===== src/hw/rtl/otc_pkg.sv =====
package otc_pkg;

  // Width of the oscillator trim word (allowed range 4 to 16).
  localparam int TRIM_BITS = 8;
  localparam int LEN_W     = 16;
  localparam int OUT_TRIM_W = 8;

  localparam logic [TRIM_BITS-1:0] TRIM_MAX = {TRIM_BITS{1'b1}};
  localparam logic [TRIM_BITS-1:0] TOP_BIT  = {1'b1, {(TRIM_BITS-1){1'b0}}};

  localparam logic [LEN_W-1:0] TARGET_RESET = 16'd2356;

  localparam logic OP_START   = 1'b0;
  localparam logic OP_MEASURE = 1'b1;

  typedef enum logic [1:0] {
    PH_IDLE   = 2'd0,
    PH_SEARCH = 2'd1,
    PH_NEIGH  = 2'd2
  } phase_t;

  typedef enum logic [1:0] {
    ST_SEARCHING = 2'd0,
    ST_FINISHED  = 2'd1,
    ST_IGNORED   = 2'd2
  } status_t;

  // Neighbour slots: trial-1, trial, trial+1.
  localparam logic [1:0] NB_BELOW = 2'd0;
  localparam logic [1:0] NB_SAME  = 2'd1;
  localparam logic [1:0] NB_ABOVE = 2'd2;

  typedef struct packed {
    logic [TRIM_BITS-1:0] trial_trim;
    logic [TRIM_BITS-1:0] step_bit;
    phase_t               phase;
    logic [1:0]           neighbour_index;
    logic [TRIM_BITS-1:0] best_trim;
    logic [LEN_W-1:0]     best_deviation;
    logic [TRIM_BITS-1:0] applied_trim;
  } cal_state_t;

  typedef struct packed {
    logic [TRIM_BITS-1:0] trim;
    logic                 measure_request;
    status_t              status;
  } cal_result_t;

  localparam cal_state_t STATE_RESET = '{
    trial_trim:      '0,
    step_bit:        TOP_BIT,
    phase:           PH_IDLE,
    neighbour_index: NB_BELOW,
    best_trim:       '0,
    best_deviation:  '0,
    applied_trim:    '0
  };

endpackage


===== src/hw/rtl/oscillator_trim_calibrator_core.sv =====
// Oscillator trim calibrator.
// The input channel (in_valid/in_ready) carries one request per item: op 0
// starts a calibration, op 1 delivers the frame length measured with the trim
// value most recently issued. Every accepted request yields exactly one result
// on the output channel (out_valid/out_ready): the trim value to apply, whether
// a measurement with it is wanted, and a status (searching, finished, ignored).
// The search is a successive approximation from the top trim bit down, followed
// by a check of the three neighbours of the found trim.
// The result of a request is registered and shown in the cycle after the request
// is accepted. Throughput is one request per cycle while the receiver takes each
// result; the whole step is a single compare, subtract and select between the
// state registers and the result register. While the receiver stalls, the held
// result stays put and in_ready drops; in_ready rises again in the cycle the
// result is taken, so the next request can be accepted in that same cycle.
// target_length is written through cfg_wr_en/cfg_wr_data and should only be
// changed while no calibration is running.
// Synchronous reset (rst) empties the result register, returns the search to
// idle and loads target_length with 2356.
module oscillator_trim_calibrator_core (
  input  logic        clk,
  input  logic        rst,
  input  logic        cfg_wr_en,
  input  logic [15:0] cfg_wr_data,
  input  logic        in_valid,
  output logic        in_ready,
  input  logic        op,
  input  logic [15:0] measured_length,
  output logic        out_valid,
  input  logic        out_ready,
  output logic [7:0]  trim_value,
  output logic        measure_request,
  output logic [1:0]  status
);

  otc_pkg::cal_state_t          state;
  otc_pkg::cal_state_t          state_next;
  otc_pkg::cal_result_t         result_next;
  otc_pkg::cal_result_t         result;
  logic [otc_pkg::LEN_W-1:0]    target_length;
  logic                         in_fire;
  logic [otc_pkg::TRIM_BITS+otc_pkg::OUT_TRIM_W-1:0] trim_ext;

  // The result register is free when empty or being drained this cycle.
  assign in_ready = !out_valid || out_ready;
  assign in_fire  = in_valid && in_ready;

  otc_step u_step (
    .cur             (state),
    .op              (op),
    .measured_length (measured_length),
    .target_length   (target_length),
    .nxt             (state_next),
    .res             (result_next)
  );

  always_ff @(posedge clk) begin
    if (rst) begin
      state         <= otc_pkg::STATE_RESET;
      target_length <= otc_pkg::TARGET_RESET;
      out_valid     <= 1'b0;
    end else begin
      if (cfg_wr_en) begin
        target_length <= cfg_wr_data;
      end
      if (in_fire) begin
        state     <= state_next;
        out_valid <= 1'b1;
      end else if (out_ready) begin
        out_valid <= 1'b0;
      end
    end
  end

  // Result payload needs no reset; out_valid qualifies it.
  always_ff @(posedge clk) begin
    if (in_fire) begin
      result <= result_next;
    end
  end

  // The output carries the low bits of the trim word, zero padded if narrower.
  assign trim_ext        = {{otc_pkg::OUT_TRIM_W{1'b0}}, result.trim};
  assign trim_value      = trim_ext[otc_pkg::OUT_TRIM_W-1:0];
  assign measure_request = result.measure_request;
  assign status          = result.status;

`ifndef NO_ASSERTIONS
  // A measurement is requested exactly while the search is still running.
  a_req_matches_status: assert property (@(posedge clk) disable iff (rst)
    out_valid |-> (measure_request == (status == otc_pkg::ST_SEARCHING)))
    else $error("measure_request disagrees with status");

  // A start request always leaves the block in the binary search phase.
  a_start_enters_search: assert property (@(posedge clk) disable iff (rst)
    (in_fire && op == otc_pkg::OP_START) |=> (state.phase == otc_pkg::PH_SEARCH))
    else $error("start did not enter search phase");

  // During the binary search there is always a trial bit left to test.
  a_search_has_step: assert property (@(posedge clk) disable iff (rst)
    (state.phase == otc_pkg::PH_SEARCH) |-> (state.step_bit != '0))
    else $error("search phase without a trial bit");

  // A finished result always returns the search to idle.
  a_finish_goes_idle: assert property (@(posedge clk) disable iff (rst)
    (in_fire && result_next.status == otc_pkg::ST_FINISHED)
      |=> (state.phase == otc_pkg::PH_IDLE))
    else $error("finished result without return to idle");
`endif

endmodule


===== src/hw/rtl/otc_step.sv =====
module otc_step (
  input  otc_pkg::cal_state_t          cur,
  input  logic                         op,
  input  logic [otc_pkg::LEN_W-1:0]    measured_length,
  input  logic [otc_pkg::LEN_W-1:0]    target_length,
  output otc_pkg::cal_state_t          nxt,
  output otc_pkg::cal_result_t         res
);

  logic [otc_pkg::TRIM_BITS-1:0] kept_trim;
  logic [otc_pkg::TRIM_BITS-1:0] step_shift;
  logic [otc_pkg::TRIM_BITS-1:0] cand_trim;
  logic [otc_pkg::LEN_W-1:0]     deviation;
  logic                          better;
  logic [otc_pkg::TRIM_BITS-1:0] best_trim_upd;
  logic [otc_pkg::LEN_W-1:0]     best_dev_upd;
  logic                          below;

  assign below      = measured_length < target_length;
  assign kept_trim  = below ? cur.trial_trim + cur.step_bit : cur.trial_trim;
  assign step_shift = cur.step_bit >> 1;
  assign cand_trim  = cur.trial_trim + otc_pkg::TRIM_BITS'(cur.neighbour_index)
                      - otc_pkg::TRIM_BITS'(1);
  assign deviation  = below ? target_length - measured_length
                            : measured_length - target_length;
  assign better        = deviation < cur.best_deviation;
  assign best_trim_upd = better ? cand_trim : cur.best_trim;
  assign best_dev_upd  = better ? deviation : cur.best_deviation;

  always_comb begin
    nxt                 = cur;
    res.trim            = cur.applied_trim;
    res.measure_request = 1'b0;
    res.status          = otc_pkg::ST_IGNORED;
    if (op == otc_pkg::OP_START) begin
      nxt.trial_trim      = '0;
      nxt.step_bit        = otc_pkg::TOP_BIT;
      nxt.neighbour_index = otc_pkg::NB_BELOW;
      nxt.phase           = otc_pkg::PH_SEARCH;
      nxt.applied_trim    = otc_pkg::TOP_BIT;
      res.trim            = otc_pkg::TOP_BIT;
      res.measure_request = 1'b1;
      res.status          = otc_pkg::ST_SEARCHING;
    end else begin
      unique case (cur.phase)
        otc_pkg::PH_SEARCH: begin
          nxt.trial_trim      = kept_trim;
          nxt.step_bit        = step_shift;
          res.measure_request = 1'b1;
          res.status          = otc_pkg::ST_SEARCHING;
          if (step_shift != '0) begin
            nxt.applied_trim = kept_trim + step_shift;
          end else begin
            // The raw measured length seeds the best deviation.
            nxt.best_trim      = kept_trim;
            nxt.best_deviation = measured_length;
            nxt.phase          = otc_pkg::PH_NEIGH;
            if (kept_trim != '0) begin
              nxt.neighbour_index = otc_pkg::NB_BELOW;
              nxt.applied_trim    = kept_trim - otc_pkg::TRIM_BITS'(1);
            end else begin
              nxt.neighbour_index = otc_pkg::NB_SAME;
              nxt.applied_trim    = kept_trim;
            end
          end
          res.trim = nxt.applied_trim;
        end
        otc_pkg::PH_NEIGH: begin
          nxt.best_trim      = best_trim_upd;
          nxt.best_deviation = best_dev_upd;
          if (cur.neighbour_index == otc_pkg::NB_BELOW) begin
            nxt.neighbour_index = otc_pkg::NB_SAME;
            nxt.applied_trim    = cur.trial_trim;
            res.measure_request = 1'b1;
            res.status          = otc_pkg::ST_SEARCHING;
          end else if (cur.neighbour_index == otc_pkg::NB_SAME &&
                       cur.trial_trim != otc_pkg::TRIM_MAX) begin
            nxt.neighbour_index = otc_pkg::NB_ABOVE;
            nxt.applied_trim    = cur.trial_trim + otc_pkg::TRIM_BITS'(1);
            res.measure_request = 1'b1;
            res.status          = otc_pkg::ST_SEARCHING;
          end else begin
            nxt.neighbour_index = otc_pkg::NB_BELOW;
            nxt.phase           = otc_pkg::PH_IDLE;
            nxt.applied_trim    = best_trim_upd;
            res.status          = otc_pkg::ST_FINISHED;
          end
          res.trim = nxt.applied_trim;
        end
        default: begin
          nxt.phase = otc_pkg::PH_IDLE;
        end
      endcase
    end
  end

endmodule


===== config.mk =====
export PLATFORM = sky130hd
export DESIGN_NAME = oscillator_trim_calibrator_core
export DESIGN_NICKNAME = d
export VERILOG_FILES = /design/src/hw/rtl/otc_pkg.sv /design/src/hw/rtl/oscillator_trim_calibrator_core.sv /design/src/hw/rtl/otc_step.sv
export SDC_FILE = /design/constraint.sdc
export NUM_CORES = 1
export LEC_CHECK = 0
export BUFFER_PORTS_ARGS = -buffer_cell sky130_fd_sc_hd__buf_2
export CORE_MARGIN = 3
export CORE_UTILIZATION = 56
export CTS_CLUSTER_SIZE = 28
export DETAILED_ROUTE_END_ITERATION = 7
export GPL_TIMING_DRIVEN = 0
export PLACE_DENSITY_LB_ADDON = 0.3
export SETUP_SLACK_MARGIN = 0.5
export SLEW_MARGIN = 25
export SYNTH_ARGS = -nofsm -noshare
export SYNTH_HDL_FRONTEND = slang
export SYNTH_SLANG_ARGS = --single-unit

===== constraint.sdc =====
create_clock -name clk -period 6.3 [get_ports clk]
set_clock_uncertainty 0.05 [all_clocks]
set_input_delay 1.89 -clock clk [delete_from_list [all_inputs] [get_ports clk]]
set_output_delay 1.89 -clock clk [all_outputs]
set_load 0.1 [all_outputs]

Yosys cells after proc, flatten, opt, wreduce, memory -nomap -nowiden
Cells that the tools add are included.

Bits of input ports: 38. Output and inout port bits: 13. Register bits after elaboration: 80. Logic and storage cells: 73.

Add/sub/neg operators: 8. Muxes and demuxes: 25. Reduce and logical (&&, ||, !) cells: 15. Equality and inequality tests: 11. Order comparisons: 2.

Operators with widths (count): one-hot mux 34 bit (2 select lines) (1); two-way mux 8 bit (7); two-way mux 16 bit (3); < comparator 16 bit (2); subtractor 16 bit (2); two-way mux 28 bit (1); one-hot mux 11 bit (2 select lines) (1); two-way mux 20 bit (1); nonzero test 8 bit (2); subtractor 8 x 1 -> 8 bit, second input constant (2); != test 3 bit, second input constant (3); adder 8 x 1 -> 8 bit, second input constant (1); adder 8 x 2 -> 8 bit (1); adder 8 x 7 -> 8 bit (1); adder 8 bit (1); two-way mux 2 bit (4); != test 8 bit, second input constant (1); AND reduction 4 bit (2); two-way mux 1 bit (5); AND reduction 5 bit (1); equality test 2 x 1 -> 1 bit, second input constant (2); != test 2 x 1 -> 1 bit, second input constant (2); one-hot mux 2 bit (2 select lines) (1); AND reduction 2 bit (2); 10 further kinds (12).

Logic depth before layout (Yosys ltp)
Gate-level depths: netlist of the first run.

Depth after elaboration: 8. Gate-level depth with buffers: 24. Gate-level depth less buffers: 22.

By module
From an unflattened synthesis of the first run, not the netlist that was laid out.

Cells, all modules: 1010. Area total of the unflattened synthesis: 8080.2 um^2.

By module, submodules not included: otc_step (sequential area each 0.0 um^2, area each 4745.8 um^2, instances 1, cells each 704); oscillator_trim_calibrator_core (sequential area each 1711.6 um^2, area each 3334.4 um^2, instances 1, cells each 306).

Worst setup path after synthesis of the first run
Ideal clock, no wire load.

Path kind: input port to flip-flop. From: input measured_length[0]. To: register result, in the netlist trim_value[1] (data pin). Setup time: 0.269 ns. Setup slack: -0.079 ns. Required time: 5.981 ns. Path buffers: 2. Arrival: 6.061 ns. Cell stages on the path: 23. Cells stage by stage: inv_1 -> ha_1 -> inv_1 -> fa_1 -> a211oi_2 -> o21ai_2 -> o2111a_1 -> buf_6 -> nor2_8 -> o2111ai_1 -> and3b_1 -> or3_1 -> and2_1 -> ha_1 -> nand4_1 -> nor3_1 -> o21ai_0 -> o211ai_1 -> clkbuf_1 -> mux2i_1 -> a21oi_1 -> a311oi_1 -> a21oi_1.

Word-level cells in the longest chain between the ends: 7. Elaborated cells on any way between the ends: 15. Classes of those cells: add/sub: 4; order compare: 2; mux: 8; reduce/logical: 1.

RTL lines: start: declaration (RTL line oscillator_trim_calibrator_core.sv:27) `input logic [15:0] measured_length,`; subtractor 16 bit, or another cell as far along (RTL line otc_step.sv:25) `: measured_length - target_length;`; two-way mux 16 bit (RTL line otc_step.sv:24) `assign deviation = below ? target_length - measured_length`; < comparator 16 bit (RTL line otc_step.sv:26) `assign better = deviation < cur.best_deviation;`; two-way mux 8 bit (RTL line otc_step.sv:27) `assign best_trim_upd = better ? cand_trim : cur.best_trim;`; two-way mux 8 bit (RTL line otc_step.sv:76) `end else if (cur.neighbour_index == otc_pkg::NB_SAME &&`; two-way mux 8 bit (RTL line otc_step.sv:71) `if (cur.neighbour_index == otc_pkg::NB_BELOW) begin`; one-hot mux 11 bit (2 select lines) * (RTL line otc_step.sv:45) `unique case (cur.phase)`; end signal: assignment (RTL line oscillator_trim_calibrator_core.sv:77) `result <= result_next;`; end: declaration (RTL line oscillator_trim_calibrator_core.sv:38) `otc_pkg::cal_result_t result;`.

Every way passes the cells marked *; elsewhere a longest branch is shown, timed or not. A chain may end at the register's enable or synchronous reset.

Worst setup path after layout of the first run
From: input measured_length[5]. To: register result, in the netlist trim_value[6] (data pin).

Same word-level chain as after synthesis.

==> results of run 1 <==
critical path, stage by stage:
cell and delay [ns]:
sky130_fd_sc_hd__buf_2 0.12, sky130_fd_sc_hd__inv_1 0.05, sky130_fd_sc_hd__ha_1 0.27, sky130_fd_sc_hd__clkbuf_4 0.20, sky130_fd_sc_hd__o211ai_1 0.12, sky130_fd_sc_hd__o21ai_2 0.28
sky130_fd_sc_hd__buf_4 0.16, sky130_fd_sc_hd__buf_4 0.10, sky130_fd_sc_hd__a31o_2 0.16, sky130_fd_sc_hd__a21oi_1 0.06, sky130_fd_sc_hd__o311ai_0 0.62, sky130_fd_sc_hd__a41oi_2 0.28
sky130_fd_sc_hd__xnor2_2 0.21, sky130_fd_sc_hd__ha_1 0.30, sky130_fd_sc_hd__nand4_1 0.22, sky130_fd_sc_hd__nor3_2 0.19, sky130_fd_sc_hd__o21ai_2 0.10, sky130_fd_sc_hd__o211ai_1 0.20
sky130_fd_sc_hd__buf_4 0.20, sky130_fd_sc_hd__mux2i_2 0.23, sky130_fd_sc_hd__a21oi_2 0.13, sky130_fd_sc_hd__a311o_1 0.36, sky130_fd_sc_hd__a41o_1 0.25
final timing paths:
kind                        end
setup / recovery  trim_value[6]
hold / removal        state[11]
setup reg to reg  trim_value[6]
hold reg to reg       state[11]
metal layers:
layer / vias to the layer above / global-route usage / routed length (um)
li1: 3521 / - / -
met1: 3572 / 0.418 / 9430
met2: 546 / 0.463 / 10400
met3: 90 / 0.114 / 2970
met4: 0 / 0.104 / 727
met5: - / 0 / 0
through the flow:
stage	util	instance area (sq um)
after floorplan	-	7260
after global placement	0.632	7720
after detailed placement	0.632	7720
after CTS	0.699	8540
after global routing	0.737	9000
final	0.737	9000
state kept, by name (all words and copies together) (netlist names):
signal           count
measure_request      1
state               52
out_valid            1
trim_value           8
status               2
target_length       16
area by class of cell:
type | instances | area (sq um)
Buffer | 50 | 350
Clock buffer | 9 | 225
Clock inverter | 7 | 95.1
Fill cell | 922 | 3210
Inverter | 85 | 332
Multi-Input combinational cell | 701 | 5400
Sequential cell | 80 | 1710
Tap cell | 168 | 210
Timing Repair Buffer | 95 | 679
timing repair:
action | CTS | global route
pin swaps | 37 | 32
gates resized for setup | 68 | 65
hold buffers | 0 | 0
setup endpoints to repair | 40 | 40
gates cloned | 1 | 0
setup buffers | 21 | 23
Yosys cell counts (4+ instances only):
| cell type | count |
|---|---|
| sky130_fd_sc_hd__inv_1 | 84 |
| sky130_fd_sc_hd__buf_1 | 5 |
| sky130_fd_sc_hd__nor2b_1 | 10 |
| sky130_fd_sc_hd__o21ai_0 | 50 |
| sky130_fd_sc_hd__or3_1 | 7 |
| sky130_fd_sc_hd__o21a_1 | 8 |
| sky130_fd_sc_hd__a211oi_1 | 15 |
| sky130_fd_sc_hd__nand2_1 | 66 |
| sky130_fd_sc_hd__a21oi_1 | 77 |
| sky130_fd_sc_hd__a311oi_1 | 5 |
| sky130_fd_sc_hd__nand2b_1 | 4 |
| sky130_fd_sc_hd__xnor2_1 | 18 |
| sky130_fd_sc_hd__and3_1 | 5 |
| sky130_fd_sc_hd__mux2i_1 | 27 |
| sky130_fd_sc_hd__a211o_1 | 5 |
| sky130_fd_sc_hd__a21boi_0 | 4 |
| sky130_fd_sc_hd__fa_1 | 5 |
| sky130_fd_sc_hd__dfxtp_1 | 69 |
| sky130_fd_sc_hd__o221ai_1 | 4 |
| sky130_fd_sc_hd__nor2_1 | 89 |
| sky130_fd_sc_hd__edfxtp_1 | 11 |
| sky130_fd_sc_hd__nor4_1 | 4 |
| sky130_fd_sc_hd__o22ai_1 | 5 |
| sky130_fd_sc_hd__nand4_1 | 7 |
| sky130_fd_sc_hd__buf_2 | 12 |
| sky130_fd_sc_hd__nand3_1 | 26 |
| sky130_fd_sc_hd__a2111oi_0 | 7 |
| sky130_fd_sc_hd__a31oi_1 | 6 |
| sky130_fd_sc_hd__a22oi_1 | 17 |
| sky130_fd_sc_hd__a21o_1 | 21 |
| sky130_fd_sc_hd__nor3_1 | 22 |
| sky130_fd_sc_hd__clkbuf_1 | 30 |
| sky130_fd_sc_hd__o21ai_1 | 8 |
| sky130_fd_sc_hd__xor2_1 | 12 |
| sky130_fd_sc_hd__o21bai_1 | 4 |
| sky130_fd_sc_hd__ha_1 | 78 |
| sky130_fd_sc_hd__and2_1 | 9 |
| sky130_fd_sc_hd__o211ai_1 | 16 |
| sky130_fd_sc_hd__a221oi_1 | 4 |
cell families (layout without fill, tap and decap cells):
logic type / Yosys count / after routing / share of synthesized area
buffers and inverters: 135 / 246 / 0.0764
AO/OA/AOI/OAI: 299 / 299 / 0.284
AND/OR/NAND/NOR: 259 / 259 / 0.169
flip-flops: 80 / 80 / 0.240
XOR/XNOR: 30 / 30 / 0.0369
multiplexers: 30 / 30 / 0.0427
adder cells (fa/ha/maj): 83 / 83 / 0.151
power groups by stage:
stage	clock, W	sequential (W)	combinational (W)
2_1_floorplan	0	0.000590	0.000386
4_1_cts	0.000589	0.000546	0.000690
6_report	0.000590	0.000547	0.000854
3_3_place_gp	0	0.000556	0.000541
3_5_place_dp	0	0.000557	0.000548
5_1_grt	0.000606	0.000548	0.000908
==> impl_metrics.env, run 1 <==
export IMPL_dp_final_hpwl_mm=15.8
export IMPL_detail_route_antenna_nets=0
export IMPL_synth_seq_cells=80
export IMPL_area_delta_synth_final_pct=26.4
export IMPL_ys_async_sr_fraction=0
export IMPL_pin_count_of_the_biggest_net_entering_global_routing=18
export IMPL_worst_setup_path_end_kind="flop"
export IMPL_antenna_found_initial=0
export IMPL_route_detailed_vias_per_inst=6.47
export IMPL_worstHoldStart="state[11]"
export IMPL_p_per_area_mw_per_mm2=221
export IMPL_max_slew_worst_pin_slew_ns=0.873
export IMPL_rr_worst_depth=23
export IMPL_power_ir_vdd_worst_mv=0.181
export IMPL_part_of_the_yosys_area_used_for_sequential_elements=0.240
export IMPL_drt_total_wl_mm=23.5
export IMPL_critical_path_class="primary input to flop"
export IMPL_comb_power_share=0.429
export IMPL_routabilityCongestion=0.996
export IMPL_cts_max_path_buffers=2
export IMPL_post_route_cells_drive_above_1_share=0.221
export IMPL_ios=51
export IMPL_dominantRegCellSynth="sky130_fd_sc_hd__dfxtp_1"
export IMPL_netSwitchingPower_w=0.000716
export IMPL_synth_top_area_frac=0.194
export IMPL_worst_hold_path_num_cells=2
export IMPL_antennaDiodeCount=0
export IMPL_clkSlewWorstSetupHoldPaths_ns=0.07
export IMPL_cts_buffers=9
export IMPL_total_die_area_sq_mm=0.0141
export IMPL_layout_cells_most_common="sky130_fd_sc_hd__nor2_1"
export IMPL_critPathArrivalTime_ns=6.70
export IMPL_cell_area_synth_sq_mm=0.00713
export IMPL_wl_per_cell_um=19.7
export IMPL_clk_root_buf="sky130_fd_sc_hd__clkbuf_16"
export IMPL_core_sq_mm=0.0122
export IMPL_synth_cells=916
export IMPL_cap_violations=0
export IMPL_die_width_um=119
export IMPL_p_int_w=0.00127
export IMPL_syn_avg_cell_area_sq_um=7.78
export IMPL_total_via_count_in_the_routed_design=7729
export IMPL_max_freq_mhz=151
export IMPL_clock_sink_count=80
export IMPL_critical_path_peak_fanout=10
export IMPL_port_bufs=50
export IMPL_final_min_period_over_clock_period=1.05
export IMPL_timing_final_ws_setup_ns=-0.329
export IMPL_detailedRoute_firstPassIterationCount=7
export IMPL_place_inst=1134
export IMPL_fin_tns_setup_ns=-3.63
export IMPL_setup_violations=25
export IMPL_layout_common_cells="85 x sky130_fd_sc_hd__nor2_1, 82 x sky130_fd_sc_hd__inv_1, 76 x sky130_fd_sc_hd__ha_1"
export IMPL_floorplan_initialDensity=0.584
export IMPL_first_global_vias=6811
export IMPL_drt_iter0_markers=1252
export IMPL_maxSlewViolCount=0
export IMPL_globalRoute_totalOverflow=0
export IMPL_timing_slew_headroom=0.418
export IMPL_power_leakage_nw=3.87
export IMPL_die_h_um=119
export IMPL_worst_skew_pair_late_latency_ns=0.36
export IMPL_final_min_clock_period_ns=6.63
export IMPL_power_share_clock=0.296
export IMPL_violations_in_the_final_reports="setup timing"
export IMPL_final_cells=1195
export IMPL_wp_data_required_ns=6.37
export IMPL_yosys_warnings=0
export IMPL_floorplan_rows=40
export IMPL_setup_reg_to_reg_worst_slack_ns=0.93
export IMPL_h_tree_depth=3
export IMPL_crit_path_start="measured_length[5]"
export IMPL_synth_edf_count=11
export IMPL_drt_drc_violations_left=0
export IMPL_power_w=0.00199
export IMPL_groute_usage_overall=0.311
export IMPL_hp_class="flop to flop"
export IMPL_seq_power_share=0.275
export IMPL_cts_tree="yes"
export IMPL_dpl_worst_slack_ns=-1.04
export IMPL_holdWs_ns=0.420
export IMPL_timing_final_hold_violations=0
export IMPL_yosys_cell_types_count=74
export IMPL_grt_setup_unrepaired="yes"
export IMPL_biggest_area_contributors_in_the_synthesized_netlist="sky130_fd_sc_hd__dfxtp_1 19%, sky130_fd_sc_hd__ha_1 14%, sky130_fd_sc_hd__a21oi_1 5.4%, sky130_fd_sc_hd__nor2_1 4.7%, sky130_fd_sc_hd__edfxtp_1 4.6%"
export IMPL_run_status="complete, but fails checks"
export IMPL_postSynthNetCount=1037
export IMPL_synthDominantAreaCellType="sky130_fd_sc_hd__dfxtp_1"
export IMPL_switching_fraction_of_total_power=0.360
export IMPL_start_kind="primary input"
export IMPL_worst_r2r_startpoint="target_length[0]"
export IMPL_wire_length_of_the_first_global_routing_pass_mm=35.1
export IMPL_layout_nets=1143
No activity file was read; power rests on OpenSTA's default activity.
==> run 2, diff against run 1 <==
--- a/config.mk
+++ b/config.mk
@@ -5,11 +5,11 @@
 export SDC_FILE = /design/constraint.sdc
 export NUM_CORES = 1
 export LEC_CHECK = 0
-export BUFFER_PORTS_ARGS = -buffer_cell sky130_fd_sc_hd__buf_2
 export CORE_MARGIN = 3
-export CORE_UTILIZATION = 56
+export CORE_UTILIZATION = 59
 export CTS_CLUSTER_SIZE = 28
 export DETAILED_ROUTE_END_ITERATION = 7
+export DONT_BUFFER_PORTS = 1
 export GPL_TIMING_DRIVEN = 0
 export PLACE_DENSITY_LB_ADDON = 0.3
 export SETUP_SLACK_MARGIN = 0.5
==> impl_metrics.env, run 2 (synthesis gave the netlist of run 1 again) <==
export IMPL_run_status="complete, but fails checks"
export IMPL_violations_in_the_final_reports="setup timing"
export IMPL_power_w=0.00187
export IMPL_largest_register_ffs=52
export IMPL_port_bufs=0
export IMPL_setup_reg_to_reg_worst_slack_ns=0.96
export IMPL_total_die_area_sq_mm=0.0134
export IMPL_worst_setup_path_end_kind="flop"
export IMPL_drt_drc_violations_left=0
export IMPL_cts_max_path_buffers=2
export IMPL_final_min_clock_period_ns=6.46
export IMPL_timing_slew_headroom=0.289
export IMPL_floorplan_rows=39
export IMPL_holdWs_ns=0.415
export IMPL_globalRoute_totalOverflow=0
export IMPL_max_flop_register="state"
export IMPL_p_per_area_mw_per_mm2=218
export IMPL_grt_setup_unrepaired="yes"
export IMPL_die_width_um=116
export IMPL_groute_usage_overall=0.322
export IMPL_cts_buffers=9
export IMPL_routabilityCongestion=0.978
export IMPL_layout_cells_most_common="sky130_fd_sc_hd__nor2_1"
export IMPL_post_route_cells_drive_above_1_share=0.169
export IMPL_drt_total_wl_mm=23.5
export IMPL_worst_r2r_startpoint="target_length[0]"
export IMPL_maxSlewViolCount=0
export IMPL_timing_final_hold_violations=0
export IMPL_power_ir_vdd_worst_mv=0.172
export IMPL_critical_path_peak_fanout=10
export IMPL_layout_common_cells="86 x sky130_fd_sc_hd__nor2_1, 82 x sky130_fd_sc_hd__inv_1, 75 x sky130_fd_sc_hd__ha_1"
export IMPL_rr_worst_depth=22
export IMPL_clkSlewWorstSetupHoldPaths_ns=0.06
export IMPL_hp_class="flop to flop"
export IMPL_power_leakage_nw=3.58
export IMPL_first_global_vias=6619
export IMPL_die_h_um=116
export IMPL_layout_nets=1087
export IMPL_core_sq_mm=0.0116
export IMPL_total_via_count_in_the_routed_design=7463
export IMPL_pin_count_of_the_biggest_net_entering_global_routing=18
export IMPL_wire_length_of_the_first_global_routing_pass_mm=34.1
export IMPL_dpl_instance_area_sq_mm=0.00744
export IMPL_cap_violations=0
export IMPL_clk_root_buf="sky130_fd_sc_hd__clkbuf_16"
export IMPL_crit_path_start="measured_length[4]"
export IMPL_route_detailed_vias_per_inst=6.70
export IMPL_detail_route_antenna_nets=0
export IMPL_worst_skew_pair_late_latency_ns=0.36
export IMPL_ios=51
export IMPL_start_kind="primary input"
export IMPL_critical_path_class="primary input to flop"
export IMPL_cts_tree="yes"
export IMPL_final_area_sq_mm=0.00858
export IMPL_area_delta_synth_final_pct=20.5
export IMPL_floorplan_initialDensity=0.614
export IMPL_critPathCapture="trim_value[6]"
export IMPL_max_slew_worst_pin_slew_ns=1.07
export IMPL_antennaDiodeCount=0
export IMPL_final_min_period_over_clock_period=1.03
export IMPL_antenna_found_initial=0
export IMPL_clock_sink_count=80
export IMPL_critPathArrivalTime_ns=6.52
export IMPL_detailedRoute_firstPassIterationCount=6
export IMPL_dpl_worst_slack_ns=-0.835
export IMPL_max_freq_mhz=155
export IMPL_drt_iter0_markers=1159
export IMPL_timing_final_ws_setup_ns=-0.162
export IMPL_h_tree_depth=3
export IMPL_wp_data_required_ns=6.36
export IMPL_final_util=0.739
export IMPL_r2r_end="trim_value[6]"
export IMPL_setup_violations=9
export IMPL_dp_final_hpwl_mm=15.4
export IMPL_wl_per_cell_um=21.1
[run 2: changes by cell type in the layout (fill, tap and decap cells not counted), moves of 3 or more]
cell and change:
sky130_fd_sc_hd__o21ai_1 +4, sky130_fd_sc_hd__buf_8 -4, sky130_fd_sc_hd__o21ai_2 -5, sky130_fd_sc_hd__buf_2 -49
sky130_fd_sc_hd__buf_6 -3
[run 2: cell type report]
| class | instances | area, sq um |
|---|---|---|
| timing repair buffer | 39 | 348 |
| tap | 143 | 179 |
| inverter | 85 | 345 |
| clock buffer | 9 | 225 |
| clock inverter | 7 | 61.3 |
| fill | 840 | 3030 |
| sequential | 80 | 1710 |
| buffer | 50 | 345 |
| multi-input combinational | 701 | 5370 |
[run 2: repair_timing]
item	CTS	global route
buffers inserted	16	21
hold buffers	0	0
hold endpoints to repair	0	0
pin swaps	25	42
gates cloned	0	2
gates resized for setup	48	61
setup endpoints to repair	40	40
[run 2: worst max-delay path, stage by stage]
cell and delay (ns):
sky130_fd_sc_hd__inv_1 0.04, sky130_fd_sc_hd__ha_1 0.28, sky130_fd_sc_hd__clkbuf_4 0.20, sky130_fd_sc_hd__o211ai_1 0.13, sky130_fd_sc_hd__o21ai_2 0.30, sky130_fd_sc_hd__o2111ai_2 0.20
sky130_fd_sc_hd__nand2_2 0.14, sky130_fd_sc_hd__buf_8 0.15, sky130_fd_sc_hd__buf_6 0.18, sky130_fd_sc_hd__nand3_1 0.13, sky130_fd_sc_hd__and3b_1 0.22, sky130_fd_sc_hd__or3_1 0.39
sky130_fd_sc_hd__and2_4 0.17, sky130_fd_sc_hd__ha_4 0.26, sky130_fd_sc_hd__nand4_1 0.21, sky130_fd_sc_hd__buf_4 0.22, sky130_fd_sc_hd__o211ai_1 0.25, sky130_fd_sc_hd__buf_4 0.20
sky130_fd_sc_hd__mux2i_2 0.23, sky130_fd_sc_hd__a21oi_2 0.11, sky130_fd_sc_hd__a311o_1 0.34, sky130_fd_sc_hd__a41o_1 0.25
[run 2: worst min path at each step]
stage	startpoint	endpoint	slack, ns	cells past startpoint
after detailed placement	state[14]	state[14]	0.40	2
after floorplan	state[24]	state[24]	0.38	2
after CTS	state[14]	state[14]	0.41	2
final	state[11]	state[11]	0.41	2
after global placement	state[14]	state[14]	0.39	2
after global routing	state[16]	state[16]	0.43	2
[run 2: through the flow]
stage	TNS, ns	std cells
4_1_cts	-0.0260	1091
3_5_place_dp	-16.31	1059
5_1_grt	-2.56	1114
6_report	-0.758	1114
3_3_place_gp	-17.29	1059
2_1_floorplan	0	916
[run 2: power breakdown]
part | internal, W | switching (W) | total [W]
Combinational | 0.000350 | 0.000412 | 0.000762
Sequential | 0.000536 | 0.0000466 | 0.000582
Clock | 0.000275 | 0.000248 | 0.000523
[run 2: per-layer routing]
layer / GRT usage / wire [um]
met1: 0.447 / 9300
met2: 0.487 / 10400
met3: 0.0830 / 2940
met4: 0.113 / 884
met5: 0 / 0
==> run 3, diff against run 2 <==
--- a/config.mk
+++ b/config.mk
@@ -5,6 +5,7 @@
 export SDC_FILE = /design/constraint.sdc
 export NUM_CORES = 1
 export LEC_CHECK = 0
+export ABC_AREA = 1
 export CORE_MARGIN = 3
 export CORE_UTILIZATION = 59
 export CTS_CLUSTER_SIZE = 28
==> impl_metrics.env, run 3 <==
export IMPL_layout_common_cells="279 x sky130_fd_sc_hd__nand2_1, 169 x sky130_fd_sc_hd__inv_1, 110 x sky130_fd_sc_hd__a21oi_1"
export IMPL_timing_final_hold_violations=0
export IMPL_route_detailed_vias_per_inst=5.70
export IMPL_layout_nets=1259
export IMPL_final_min_period_over_clock_period=0.902
export IMPL_drt_drc_violations_left=0
export IMPL_worst_hold_path_num_cells=2
export IMPL_p_int_w=0.00111
export IMPL_synth_cells=1113
export IMPL_cts_max_path_buffers=2
export IMPL_switching_fraction_of_total_power=0.413
export IMPL_drt_iter0_markers=780
export IMPL_fillCellCount=1120
export IMPL_cts_tree="yes"
export IMPL_groute_usage_overall=0.306
export IMPL_pin_count_of_the_biggest_net_entering_global_routing=16
export IMPL_floorplan_rows=40
export IMPL_layout_cells_most_common="sky130_fd_sc_hd__nand2_1"
export IMPL_globalRouteMet2Util=0.427
export IMPL_synth_edf_count=11
export IMPL_r2r_end="trim_value[3]"
export IMPL_synth_top_area_frac=0.186
export IMPL_post_route_cells_drive_above_1_share=0.105
export IMPL_clock_sink_count=80
export IMPL_cp_common_cell="sky130_fd_sc_hd__nand2_1"
export IMPL_min_delay_worst_endpoint="state[1]"
export IMPL_drt_total_wl_mm=21.6
export IMPL_netSwitchingPower_w=0.000781
export IMPL_wp_data_required_ns=6.33
export IMPL_clkSlewWorstSetupHoldPaths_ns=0.06
export IMPL_grt_setup_unrepaired="no"
export IMPL_critical_path_class="primary input to flop"
export IMPL_critical_path_cell_count=26
export IMPL_biggest_area_contributors_in_the_synthesized_netlist="sky130_fd_sc_hd__dfxtp_1 19%, sky130_fd_sc_hd__nand2_1 14%, sky130_fd_sc_hd__ha_1 13%, sky130_fd_sc_hd__inv_1 8.6%, sky130_fd_sc_hd__a21oi_1 7.6%"
export IMPL_total_die_area_sq_mm=0.0139
export IMPL_floorplan_initialDensity=0.610
export IMPL_met1_routing_resource_usage_after_global_routing=0.472
export IMPL_final_util=0.669
export IMPL_maxSlewViolCount=0
export IMPL_clk_root_buf="sky130_fd_sc_hd__clkbuf_16"
export IMPL_critical_path_top_delay_family="simple AND/OR/NAND/NOR gates"
export IMPL_comb_power_share=0.386
export IMPL_cts_buffers=9
export IMPL_rr_worst_depth=25
export IMPL_hold_buffers_post_cts=0
export IMPL_power_ir_vdd_worst_mv=0.149
export IMPL_port_bufs=0
export IMPL_cell_area_synth_sq_mm=0.00741
export IMPL_worstHoldStart="state[1]"
export IMPL_max_slew_worst_pin_slew_ns=0.957
export IMPL_dp_final_hpwl_mm=16.7
export IMPL_place_inst=1281
export IMPL_routabilityCongestion=0.984
export IMPL_wl_per_cell_um=16.5
export IMPL_antenna_found_initial=0
export IMPL_synthDominantAreaCellType="sky130_fd_sc_hd__dfxtp_1"
export IMPL_setup_violations=0
export IMPL_synth_common_cells="281 x sky130_fd_sc_hd__nand2_1, 169 x sky130_fd_sc_hd__inv_1, 112 x sky130_fd_sc_hd__a21oi_1"
export IMPL_detail_route_antenna_nets=0
export IMPL_h_tree_depth=3
export IMPL_final_cells=1311
export IMPL_seq_power_share=0.321
export IMPL_worstPathBufferInverterCount=6
export IMPL_detailedRoute_firstPassIterationCount=5
export IMPL_start_kind="primary input"
export IMPL_worst_skew_pair_late_latency_ns=0.35
export IMPL_part_of_the_yosys_area_used_for_sequential_elements=0.231
export IMPL_max_flop_register="state"
export IMPL_yosys_warnings=0
export IMPL_ys_async_sr_fraction=0
export IMPL_timing_slew_headroom=0.361
export IMPL_ios=51
export IMPL_power_leakage_nw=3.96
export IMPL_hp_class="flop to flop"
export IMPL_first_global_vias=6582
export IMPL_grt_most_used_layer="met1"
export IMPL_setup_reg_to_reg_worst_slack_ns=1.86
export IMPL_critPathArrivalTime_ns=5.71
export IMPL_area_delta_synth_final_pct=9.72
export IMPL_core_sq_mm=0.0122
export IMPL_max_freq_mhz=176
export IMPL_cap_violations=0
export IMPL_final_min_clock_period_ns=5.68
export IMPL_antennaDiodeCount=0
export IMPL_timing_critical_path_slowest_stage_cell="sky130_fd_sc_hd__fa_2"
export IMPL_die_h_um=118
export IMPL_worst_r2r_startpoint="target_length[0]"
export IMPL_total_via_count_in_the_routed_design=7471
export IMPL_worst_setup_path_end_kind="flop"
export IMPL_run_status="finished, final reports clean"
export IMPL_worst_path_largest_cell_delay_ns=0.43
export IMPL_power_share_clock=0.293
export IMPL_syn_avg_cell_area_sq_um=6.66
export IMPL_critical_path_peak_fanout=10
export IMPL_p_per_area_mw_per_mm2=232
export IMPL_wire_length_of_the_first_global_routing_pass_mm=34.1
export IMPL_yosys_cell_types_count=48
export IMPL_postSynthNetCount=1234
export IMPL_met3_demand_to_capacity_share_in_global_routing=0.0553
export IMPL_dominantRegCellSynth="sky130_fd_sc_hd__dfxtp_1"
export IMPL_die_width_um=118
export IMPL_synth_most_common_cell="sky130_fd_sc_hd__nand2_1"
export IMPL_largest_register_ffs=52
export IMPL_holdWs_ns=0.416
export IMPL_synth_seq_cells=80
export IMPL_globalRoute_totalOverflow=0
## run 3: cell count changes in the layout (fill, tap and decap cells not counted), moves of 32 or more
cell | previous run | this run
sky130_fd_sc_hd__a21oi_1 | 63 | 110
sky130_fd_sc_hd__inv_1 | 82 | 169
sky130_fd_sc_hd__nand2_1 | 64 | 279
sky130_fd_sc_hd__nand3_1 | 25 | 63
sky130_fd_sc_hd__nor2_1 | 86 | 45
sky130_fd_sc_hd__o21ai_0 | 43 | 75
## run 3: area by class of cell
class / count / area (sq um) / share of cell area
multi-input cells: 827 / 4960 / 0.610
flip-flops and latches: 80 / 1710 / 0.210
clock buffers: 9 / 225 / 0.0277
inverters: 174 / 653 / 0.0803
repair buffers: 14 / 105 / 0.0129
plain buffers: 32 / 185 / 0.0228
well taps: 168 / 210 / 0.0258
clock inverters: 7 / 80.1 / 0.00984
## run 3: cells by family after synthesis
kind of cell | synth area share
AOI/OAI and AO/OA | 0.204
xor gates and xnor gates | 0.0343
adders and majority gates | 0.145
buffers and inverters | 0.111
DFF | 0.231
muxes | 0.00270
and+or+nand+nor | 0.272
## run 3: power groups by stage
stage | Combinational (W) | Sequential (W) | Clock (W)
2_1_floorplan | 0.000511 | 0.000614 | 0
3_3_place_gp | 0.000655 | 0.000618 | 0
3_5_place_dp | 0.000661 | 0.000618 | 0
4_1_cts | 0.000676 | 0.000607 | 0.000558
5_1_grt | 0.000810 | 0.000610 | 0.000581
6_report | 0.000731 | 0.000607 | 0.000553
## run 3: layer usage
layer	routed length [um]	share of wire
met5	0	0
met4	352	0.016
met3	2220	0.10
met2	8640	0.40
met1	10400	0.48
## run 3: repair_timing
| action | 4_1_cts | 5_1_grt |
|---|---|---|
| setup buffers | 2 | 12 |
| resized for setup | 16 | 18 |
| pin swaps | 3 | 7 |
| setup endpoints to repair | 30 | 36 |
## run 3: how the worst max path moves through the flow
stage                             startpoint       endpoint  slack (ns)
after CTS                 measured_length[0]  trim_value[4]        0.55
after global routing      measured_length[0]  trim_value[7]        0.43
after global placement    measured_length[0]  trim_value[3]       -0.33
after floorplan           measured_length[0]      state[23]        0.76
final                     measured_length[0]  trim_value[3]        0.62
after detailed placement  measured_length[0]      state[23]       -0.36
## run 3: per-stage QoR
stage | TNS [ns] | power [W] | area (sq um) | worst slack (ns)
3_3_place_gp | -3.47 | 0.00127 | 7620 | -0.328
4_1_cts | 0 | 0.00184 | 7980 | 0.553
3_5_place_dp | -4.27 | 0.00128 | 7620 | -0.365
2_1_floorplan | 0 | 0.00113 | 7410 | 0.762
6_report | 0 | 0.00189 | 8140 | 0.620
5_1_grt | 0 | 0.00200 | 8140 | 0.428
## run 3: worst reg2reg max path: stages, from the launching register on
cell and delay (ns):
sky130_fd_sc_hd__dfxtp_1 0.33, sky130_fd_sc_hd__ha_2 0.19, sky130_fd_sc_hd__inv_1 0.08, sky130_fd_sc_hd__fa_2 0.43
sky130_fd_sc_hd__nand3_2 0.10, sky130_fd_sc_hd__nand3_4 0.10, sky130_fd_sc_hd__nand2_1 0.10, sky130_fd_sc_hd__nand2_2 0.09
sky130_fd_sc_hd__nand2_4 0.13, sky130_fd_sc_hd__nand2_4 0.08, sky130_fd_sc_hd__buf_12 0.15, sky130_fd_sc_hd__buf_12 0.14
sky130_fd_sc_hd__mux2i_1 0.18, sky130_fd_sc_hd__xor2_1 0.25, sky130_fd_sc_hd__inv_1 0.11, sky130_fd_sc_hd__ha_4 0.28
sky130_fd_sc_hd__nand2_1 0.04, sky130_fd_sc_hd__o21ai_0 0.15, sky130_fd_sc_hd__nand2_1 0.07, sky130_fd_sc_hd__o211ai_1 0.15
sky130_fd_sc_hd__nand2_1 0.15, sky130_fd_sc_hd__nand2_4 0.14, sky130_fd_sc_hd__buf_4 0.18, sky130_fd_sc_hd__o21ai_1 0.11
sky130_fd_sc_hd__o21ai_2 0.24, sky130_fd_sc_hd__a31oi_1 0.15
